**src/hdl/triangle_adjacency_finder_defines.svh**
```systemverilog
// Assertion macros for the triangle adjacency finder.
// Included by the top level; depends on nothing else.
`ifndef TRIANGLE_ADJACENCY_FINDER_DEFINES_SVH
`define TRIANGLE_ADJACENCY_FINDER_DEFINES_SVH

// Same-cycle implication, disabled while reset is asserted.
`define TAF_ASSERT_NOW(label, clk, rst_n, ante, cons) \
  label: assert property (@(posedge clk) disable iff (!rst_n) (ante) |-> (cons)) \
    else $error("triangle adjacency finder check failed");

// Next-cycle implication, disabled while reset is asserted.
`define TAF_ASSERT_NEXT(label, clk, rst_n, ante, cons) \
  label: assert property (@(posedge clk) disable iff (!rst_n) (ante) |=> (cons)) \
    else $error("triangle adjacency finder check failed");

`endif

```
**src/hdl/tri_adj_pkg.sv**
```systemverilog
// Shared types and constants for the triangle adjacency finder.
// Used by the front end, back end and top level; depends on nothing.
package tri_adj_pkg;

  localparam int SLOT_W  = 10;
  localparam int VTX_W   = 16;
  localparam int TRI_W   = 3 * VTX_W;
  localparam int NCNT_W  = 2;
  localparam int NSLOTS  = 3;

  typedef enum logic {
    OP_STORE = 1'b0,
    OP_QUERY = 1'b1
  } opcode_e;

  typedef struct packed {
    opcode_e             opcode;
    logic [SLOT_W-1:0]   slot;
    logic [VTX_W-1:0]    vertex_a;
    logic [VTX_W-1:0]    vertex_b;
    logic [VTX_W-1:0]    vertex_c;
  } cmd_in_t;

  typedef struct packed {
    logic [SLOT_W-1:0]   slot_out;
    logic [NCNT_W-1:0]   neighbour_count;
    logic [SLOT_W-1:0]   neighbour_first;
    logic [SLOT_W-1:0]   neighbour_second;
    logic [SLOT_W-1:0]   neighbour_third;
    logic                error;
  } result_t;

  typedef struct packed {
    logic    valid;
    cmd_in_t cmd;
  } head_t;

endpackage

```
**src/hdl/tri_adj_front.sv**
```systemverilog
// Front end of the triangle adjacency finder: accepts command words into a
// two-entry queue. Depends on tri_adj_pkg.
module tri_adj_front (
  input  logic                 clk_i,
  input  logic                 rst_ni,
  input  logic                 start,
  output logic                 busy,
  input  tri_adj_pkg::cmd_in_t cmd_i,
  output tri_adj_pkg::head_t   head_o,
  input  logic                 pop_i
);

  logic [1:0]           cnt_q, cnt_d;
  logic                 wr_ptr_q, wr_ptr_d;
  logic                 rd_ptr_q, rd_ptr_d;
  tri_adj_pkg::cmd_in_t ent_q [2];
  logic                 push;
  logic                 pop;

  assign busy = (cnt_q == 2'd2);
  assign push = start && !busy;
  assign pop  = pop_i && (cnt_q != 2'd0);

  assign head_o.valid = (cnt_q != 2'd0);
  assign head_o.cmd   = ent_q[rd_ptr_q];

  always_comb begin
    cnt_d    = cnt_q;
    wr_ptr_d = wr_ptr_q;
    rd_ptr_d = rd_ptr_q;
    if (push) begin
      wr_ptr_d = !wr_ptr_q;
    end
    if (pop) begin
      rd_ptr_d = !rd_ptr_q;
    end
    if (push && !pop) begin
      cnt_d = cnt_q + 2'd1;
    end else if (pop && !push) begin
      cnt_d = cnt_q - 2'd1;
    end
  end

  always_ff @(posedge clk_i or negedge rst_ni) begin
    if (!rst_ni) begin
      cnt_q    <= 2'd0;
      wr_ptr_q <= 1'b0;
      rd_ptr_q <= 1'b0;
    end else begin
      cnt_q    <= cnt_d;
      wr_ptr_q <= wr_ptr_d;
      rd_ptr_q <= rd_ptr_d;
    end
  end

  always_ff @(posedge clk_i) begin
    if (push) begin
      ent_q[wr_ptr_q] <= cmd_i;
    end
  end

endmodule

```
**config.mk**
```make
export PLATFORM = sky130hd
export DESIGN_NAME = tri_adj_front
export DESIGN_NICKNAME = d
export VERILOG_FILES = /design/src/hdl/triangle_adjacency_finder_defines.svh /design/src/hdl/tri_adj_pkg.sv /design/src/hdl/tri_adj_front.sv
export SDC_FILE = /design/constraint.sdc
export NUM_CORES = 1
export LEC_CHECK = 0
export BUFFER_PORTS_ARGS = -buffer_cell sky130_fd_sc_hd__buf_2
export CORE_MARGIN = 2
export CORE_UTILIZATION = 30
export DETAILED_ROUTE_END_ITERATION = 6
export SLEW_MARGIN = 20
export SYNTH_ARGS = -nofsm -noshare
export SYNTH_HDL_FRONTEND = slang
export SYNTH_SLANG_ARGS = --single-unit
```
**constraint.sdc**
```tcl
create_clock -name clk_i -period 4.7 [get_ports clk_i]
set_input_delay 0.94 -clock clk_i [delete_from_list [all_inputs] [get_ports clk_i]]
set_output_delay 0.94 -clock clk_i [all_outputs]
set_load 0.01 [all_outputs]
```
Yosys cells after proc, flatten, opt, wreduce, memory -nomap -nowiden
Memory sizes are Yosys's and may differ from the RTL's.
Cells that the tools add are included.
- bits in registers: 4
- ROM bits: 0
- memories: 1
- RAM bits: 118
- latch bits: 0
- output and inout bits: 61
- memory list (name ; words ; width ; read ports ; clocked after Yosys merged registers in ; wr ports ; RTL line ; source):
    ent_q ; 2 ; 59 ; 1 ; 0 ; 1 ; tri_adj_front.sv:16 ; tri_adj_pkg::cmd_in_t ent_q [2];
- multiply operators: 0
- bitwise logic cells: 0
- equal/unequal tests: 1
- order comparisons: 0
- shifts and indexed selects: 0
- $add $sub $neg: 2
- reductions and logical operators: 11
- divide/modulo/power cells: 0
- muxes and demuxes: 4
- operators with widths (operator ; number):
    logical NOT 1 bit ; 5
    logical AND 1 bit ; 4
    two-way mux 2 bit ; 2
    nonzero test 2 bit ; 2
    adder 2 x 1 -> 2 bit, second input constant ; 1
    == test 2 bit, second input constant ; 1
    two-way mux 1 bit ; 2
    subtractor 2 x 1 -> 2 bit, second input constant ; 1

Depth between registers and ports, before layout
Gate-level depths: netlist (run 1).
- word-level depth: 7
- mapped depth: 7
- gate-level depth less buffers: 7

Worst setup path before layout (run 1)
Ideal clock, no wire load.
- path type: in2reg
- start: in start
- end: mem ent_q[0][0] in the netlist's numbering, enable pin
- arrival time: 3.498 ns
- path buffers: 0
- library setup time: 0.476 ns
- stages: 2
- required time: 4.224 ns
- path slack: 0.726 ns
- cell sequence: nand2_1 -> nor2_1
- cells in the longest elaborated chain, start to end: 3
- RTL lines (element ; RTL line ; source):
    from (decl) ; tri_adj_front.sv:6 ; input logic start,
    logical AND 1 bit ; tri_adj_front.sv:21 ; assign push = start && !busy;
    two-way mux 1 bit ; tri_adj_front.sv:57 ; if (push) begin
    two-way mux 1 bit (implied by the code) ; tri_adj_front.sv:58 ; ent_q[wr_ptr_q] <= cmd_i;
    to (decl) ; tri_adj_front.sv:16 ;
No other way between the ends.

==> results of run 1 <==
[Yosys cell counts, drive strengths merged]
library cell / number
and3: 1
buf: 7
dfrtp: 4
edfxtp: 118
ha: 1
inv: 2
mux2: 59
nand2: 2
nand2b: 1
nor2: 2
or2: 1
xnor2: 3
xor2: 2
[cell usage in the layout, fill, tap and decap left out, drive strengths merged]
cell type,synthesis,layout
nand2,2,2
edfxtp,118,118
nand2b,1,1
buf,7,127
nor2,2,2
clkbuf,0,20
ha,1,1
dfrtp,4,4
and3,1,1
clkinv,0,8
bufinv,0,4
xnor2,3,3
inv,2,2
xor2,2,2
mux2,59,59
or2,1,1
[kinds of logic (layout without fill, tap and decap cells)]
| group | after synthesis | after routing |
|---|---|---|
| adder cells (fa/ha/maj) | 1 | 1 |
| AND/OR/NAND/NOR | 7 | 7 |
| flip-flops | 122 | 122 |
| multiplexers | 59 | 59 |
| buffers and inverters | 9 | 161 |
| XOR/XNOR | 5 | 5 |
[metal layers]
metal,track usage,wire length [um],up-vias,share of wire
li1,-,-,1075,-
met1,0.109,3300,1110,0.39
met2,0.173,4420,75,0.52
met3,0.0455,547,13,0.065
met4,0.0607,186,2,0.022
met5,0,13,-,0.0015
[worst max-delay path by stage]
stage                                  end  slack [ns]  depth (start not counted)                 start
detailed placement  ent_q[1][27]$_DFFE_PP_        1.98                          3                 start
floorplan            ent_q[0][0]$_DFFE_PP_        0.73                          2                 start
global route                    head_o[51]        1.56                          3  rd_ptr_q$_DFFE_PN0P_
CTS                             head_o[51]        1.55                          2  rd_ptr_q$_DFFE_PN0P_
global placement    ent_q[1][51]$_DFFE_PP_        2.04                          3                 start
finish                          head_o[51]        1.67                          3  rd_ptr_q$_DFFE_PN0P_
[layout make-up]
class | instances | share of cell area
flip-flops and latches | 122 | 0.592
well taps | 216 | 0.0439
clock inverters | 12 | 0.0250
clock buffers | 20 | 0.0709
inverters | 2 | 0.00122
multi-input cells | 72 | 0.160
repair buffers | 127 | 0.107
[flip-flops by register name, summed over array words and instances (netlist names)]
register	count
cnt_q	2
ent_q	118
rd_ptr_q	1
wr_ptr_q	1
[power breakdown]
group | switching [mW] | total, mW | leakage (nW) | internal (mW)
clock | 0.433 | 1.31 | 0.289 | 0.873
combinational | 0.510 | 1.12 | 1.05 | 0.614
sequential | 0.156 | 1.65 | 1.14 | 1.49
total | 1.10 | 4.08 | 2.48 | 2.98
[per-stage QoR]
stage / worst slack [ns] / utilization / instances / total power [mW] / hold slack, ns
floorplan: 0.726 / - / 203 / 2.52 / 0.456
global placement: 2.04 / 0.353 / 538 / 2.80 / 0.477
detailed placement: 1.98 / 0.353 / 538 / 2.83 / 0.495
CTS: 1.55 / 0.391 / 570 / 4.15 / 0.305
global route: 1.56 / 0.392 / 571 / 4.29 / 0.310
finish: 1.67 / 0.392 / 571 / 4.08 / 0.325
==> results.cfg, run 1 <==
[pwr]
ir_drop_uv = 291
p_per_area_nw_per_um2 = 662
leakagePower_nw = 2.48

[setup_path]
crit_fanout = 37
end_kind = primary output
r2r_end = ent_q[1][20]$_DFFE_PP_
worstPathArrival_ns = 2.09
r2r_start = cnt_q[0]$_DFFE_PN0P_
reg2reg_depth = 3
path_cells = buf_12 -> mux2_4 -> buf_2
cp_num_buf_inv = 2
worstPathRequired_ns = 3.76
path_delay_family = flip-flops
slowest_delay_ns = 0.89
cp-start-kind = register
ff2ff_setup_slack_ns = 2.46
crit_type = reg2out
cpMaxStageDelayCell = dfrtp_4

[yosys]
synth_top_family_by_area = multiplexers
synth_area_leader_cell = edfxtp_1
synth-compound-area-share = 0
ys_warn_count = 0
syn-cell-area_um2 = 4760
ys_seq_area_frac = 0.765
yosys.area_share.simple = 0.00762
syn_area_per_cell_um2 = 23.5
syn-num-nets = 267
synth_mux_area_frac = 0.186
synthCells = 203
synth_top_area_frac = 0.744
synth-adder-area-share = 0.00263
synth.distinct_cells = 15
ys_ff_latch = 122
synthTopCellsByArea = edfxtp_1 (74%), mux2_4 (19%), buf_12 (2.5%), dfrtp_1 (2.1%), xnor2_1 (0.55%)
synth_xor_area_frac = 0.00920

[clocking]
numCtsBuffers = 17
cts_buffer_depth = 2
worstSkewPairLatency_ns = 0.41
root_buffer = clkbuf_16
postCtsResizedCells = 0
clk_pin_slew_ns = 0.05
cts_setup_buffers = 0
clkSinkCount = 122
cts_tree = built
htreeDepth = 4
ctsHoldBuffers = 0

[global_routing]
grt_start_max_net_pins = 61
grt_pass1_wl_um = 12500
grt-ovfl-total = 0
grt_usage = 0.104
antenna_found_initial = 1
grt_pass1_vias = 2402

[timing]
fin_skew_ns = 0.00573
finalMaxSlewViolations = 0
tns_ns = 0
fmax_ghz = 0.331
fin_crit_sh = 0.644
worst_pin_slew_ns = 0.971
slew_headroom = 0.353
hold_violations = 0
rsz0062_at_grt = false
finalSetupViolCount = 0
final.min_clock_period_ns = 3.03

[finish]
seq_area_um2 = 3650
stdcell_area_um2 = 6160
synthToLayoutAreaGrowth_pct = 29.4
multi_input_comb_area_um2 = 987
n_antenna_cell = 0
drive_above_1_share = 0.603
fin_nets = 406
nFillCells = 1472

[floorplanning]
core-area_um2 = 15700
rows = 46
die_h_um = 130
ios = 124
die_area_um2 = 16900
floorplan.initialDensity = 0.303
chipWidth_um = 130

[place]
port-buffer-count = 123
gp_congestion = 0.612
placed_area_um2 = 5550
dp_hpwl_um = 5570

[routing]
first_pass_iters = 4
route.vias.total = 2275
drtAntennaViolNets = 0
wl_per_cell_um = 14.8
drt_iter0_drc = 107
drc = 0
drt_wl_total_um = 8470
routed_via_density = 3.98

[worst_hold_path]
min_path_type = in2async

[job]
cap_violations = 0

[run_status]
outcome = finished clean
(Power assumes the default switching activity.)
==> run 2: changes to the inputs <==
==> constraint.sdc (replaced) <==
create_clock -name clk_i -period 3.1 [get_ports clk_i]
set_input_delay 0.62 -clock clk_i [delete_from_list [all_inputs] [get_ports clk_i]]
set_output_delay 0.62 -clock clk_i [all_outputs]
set_load 0.01 [all_outputs]
==> run 2 against run 1 <==
Net effect: sequential power up 44%; critical path type unchanged; combinational power is 66% higher; largest cell class unchanged; largest power group unchanged; final cell count grew 0.35%; register-to-register slack got worse by 1.3 ns; design area fell by 0.59%; first-iteration DRC count decreased by 34%.
==> results.cfg, run 2 (synthesis results as in run 1) <==
[timing]
finalMaxSlewViolations = 0
final.min_clock_period_ns = 2.41
tns_ns = 0
finalSetupViolCount = 0
fin_crit_sh = 0.776
slew_headroom = 0.506
fin_skew_ns = 0.00877
fmax_ghz = 0.416
rsz0062_at_grt = false
worst_pin_slew_ns = 0.741
hold_violations = 0

[routing]
drtAntennaViolNets = 0
routed_via_density = 4.00
drc = 0
wl_per_cell_um = 14.9
route.vias.total = 2292
drt_wl_total_um = 8520
drt_iter0_drc = 71
first_pass_iters = 6

[setup_path]
cp_num_buf_inv = 2
worstPathRequired_ns = 2.48
crit_fanout = 24
worstPathArrival_ns = 1.79
end_kind = primary output
crit_type = reg2out
cp-start-kind = register
path_cells = buf_4 -> mux2_4 -> buf_2
slowest_delay_ns = 0.46
cpMaxStageDelayCell = dfrtp_4
path_delay_family = buffers and inverters

[global_routing]
grt_usage = 0.104
grt_pass1_vias = 2439
antenna_found_initial = 0
grt_pass1_wl_um = 12600
grt_start_max_net_pins = 34
grt-ovfl-total = 0

[pwr]
p_per_area_nw_per_um2 = 972
ir_drop_uv = 695
leakagePower_nw = 2.46

[run_status]
outcome = finished clean

[finish]
layout_common_cells = buf_2 (123), edfxtp_1 (118), mux2_4 (59)
top_regs = ent_q: 118 flops, cnt_q: 2 flops
seq_area_um2 = 3650
drive_above_1_share = 0.605
nFillCells = 1475
fin_nets = 409
multi_input_comb_area_um2 = 987
largest_register_ff_count = 118
n_antenna_cell = 0
synthToLayoutAreaGrowth_pct = 28.6
layout_commonest_cell = buf_2
top_register = ent_q
layout.cells.non_filler = 573

[clocking]
numCtsBuffers = 17
cts_buffer_depth = 2
htreeDepth = 4
clkSinkCount = 122
worstSkewPairLatency_ns = 0.40
postCtsResizedCells = 0
cts_tree = built
clk_pin_slew_ns = 0.05
root_buffer = clkbuf_16

[floorplanning]
ios = 124
rows = 46
floorplan.initialDensity = 0.303
die_h_um = 130
chipWidth_um = 130
core-area_um2 = 15700
die_area_um2 = 16900

[worst_hold_path]
min_path_type = in2reg

[job]
cap_violations = 0

[place]
gp_congestion = 0.669
port-buffer-count = 123
dp.cells = 541
dp_hpwl_um = 5570
run 2: cell types whose count changed in the layout (fill, tap and decap cells not counted), sizes merged:
cell	delta
dlygate4sd3	+1
clkinvlp	+2
bufinv	-3
clkinv	+1
buf	+2
clkbuf	-1
run 2: per-layer routing:
layer / vias to the layer above / global-route usage / part of all wire
li1: 1084 / - / -
met1: 1135 / 0.119 / 0.42
met2: 68 / 0.164 / 0.51
met3: 5 / 0.0525 / 0.062
met4: 0 / 0.0493 / 0.0072
met5: - / 0 / 0
run 2: where the power goes:
group / internal, mW / switching, mW
Sequential: 2.27 / 0.113
Clock: 1.07 / 0.641
Combinational: 0.953 / 0.907
run 2: per-stage QoR:
stage | area, um^2 | hold WS [ns] | power [mW] | util | setup WS, ns
finish | 6120 | 0.402 | 5.95 | 0.390 | 0.694
CTS | 6120 | 0.373 | 6.08 | 0.390 | 0.639
detailed placement | 5600 | 0.435 | 4.32 | 0.356 | 1.00
global placement | 5600 | 0.432 | 4.29 | 0.356 | 1.02
floorplan | 4760 | 0.324 | 3.82 | - | 0.431
global route | 6120 | 0.371 | 6.29 | 0.390 | 0.594
run 2: repair_timing:
item,4_1_cts,5_1_grt
setup endpoints to repair,0,0
hold buffers,1,0
buffers inserted,0,0
endpoints found under the hold margin,4,0
run 2: final timing paths:
path | start | to | slack, ns | cells after the start
min in group asynchronous | rst_ni | rd_ptr_q$_DFFE_PN0P_ | 0.55 | 2
worst min-delay path | cmd_i[36] | ent_q[0][36]$_DFFE_PP_ | 0.40 | 1
worst max register to register | cnt_q[0]$_DFFE_PN0P_ | ent_q[1][44]$_DFFE_PP_ | 1.19 | 3
worst max-delay path | rd_ptr_q$_DFFE_PN0P_ | head_o[44] | 0.69 | 3
max in group asynchronous | rst_ni | rd_ptr_q$_DFFE_PN0P_ | 2.41 | 2
worst min register to register | cnt_q[1]$_DFFE_PN0P_ | cnt_q[1]$_DFFE_PN0P_ | 0.50 | 1
run 2: area by class of cell:
type,instances,area share
multi-input combinational,72,0.161
clock buffer,19,0.0707
inverter,2,0.00123
timing repair buffer,130,0.114
sequential,122,0.596
clock inverter,12,0.0137
tap,216,0.0441
run 2: worst register-to-register path, cell delays in order (launching register included):
cell and delay (ns):
dfrtp_1 0.40, nand2b_1 0.17, and3_2 0.69, buf_4 0.34
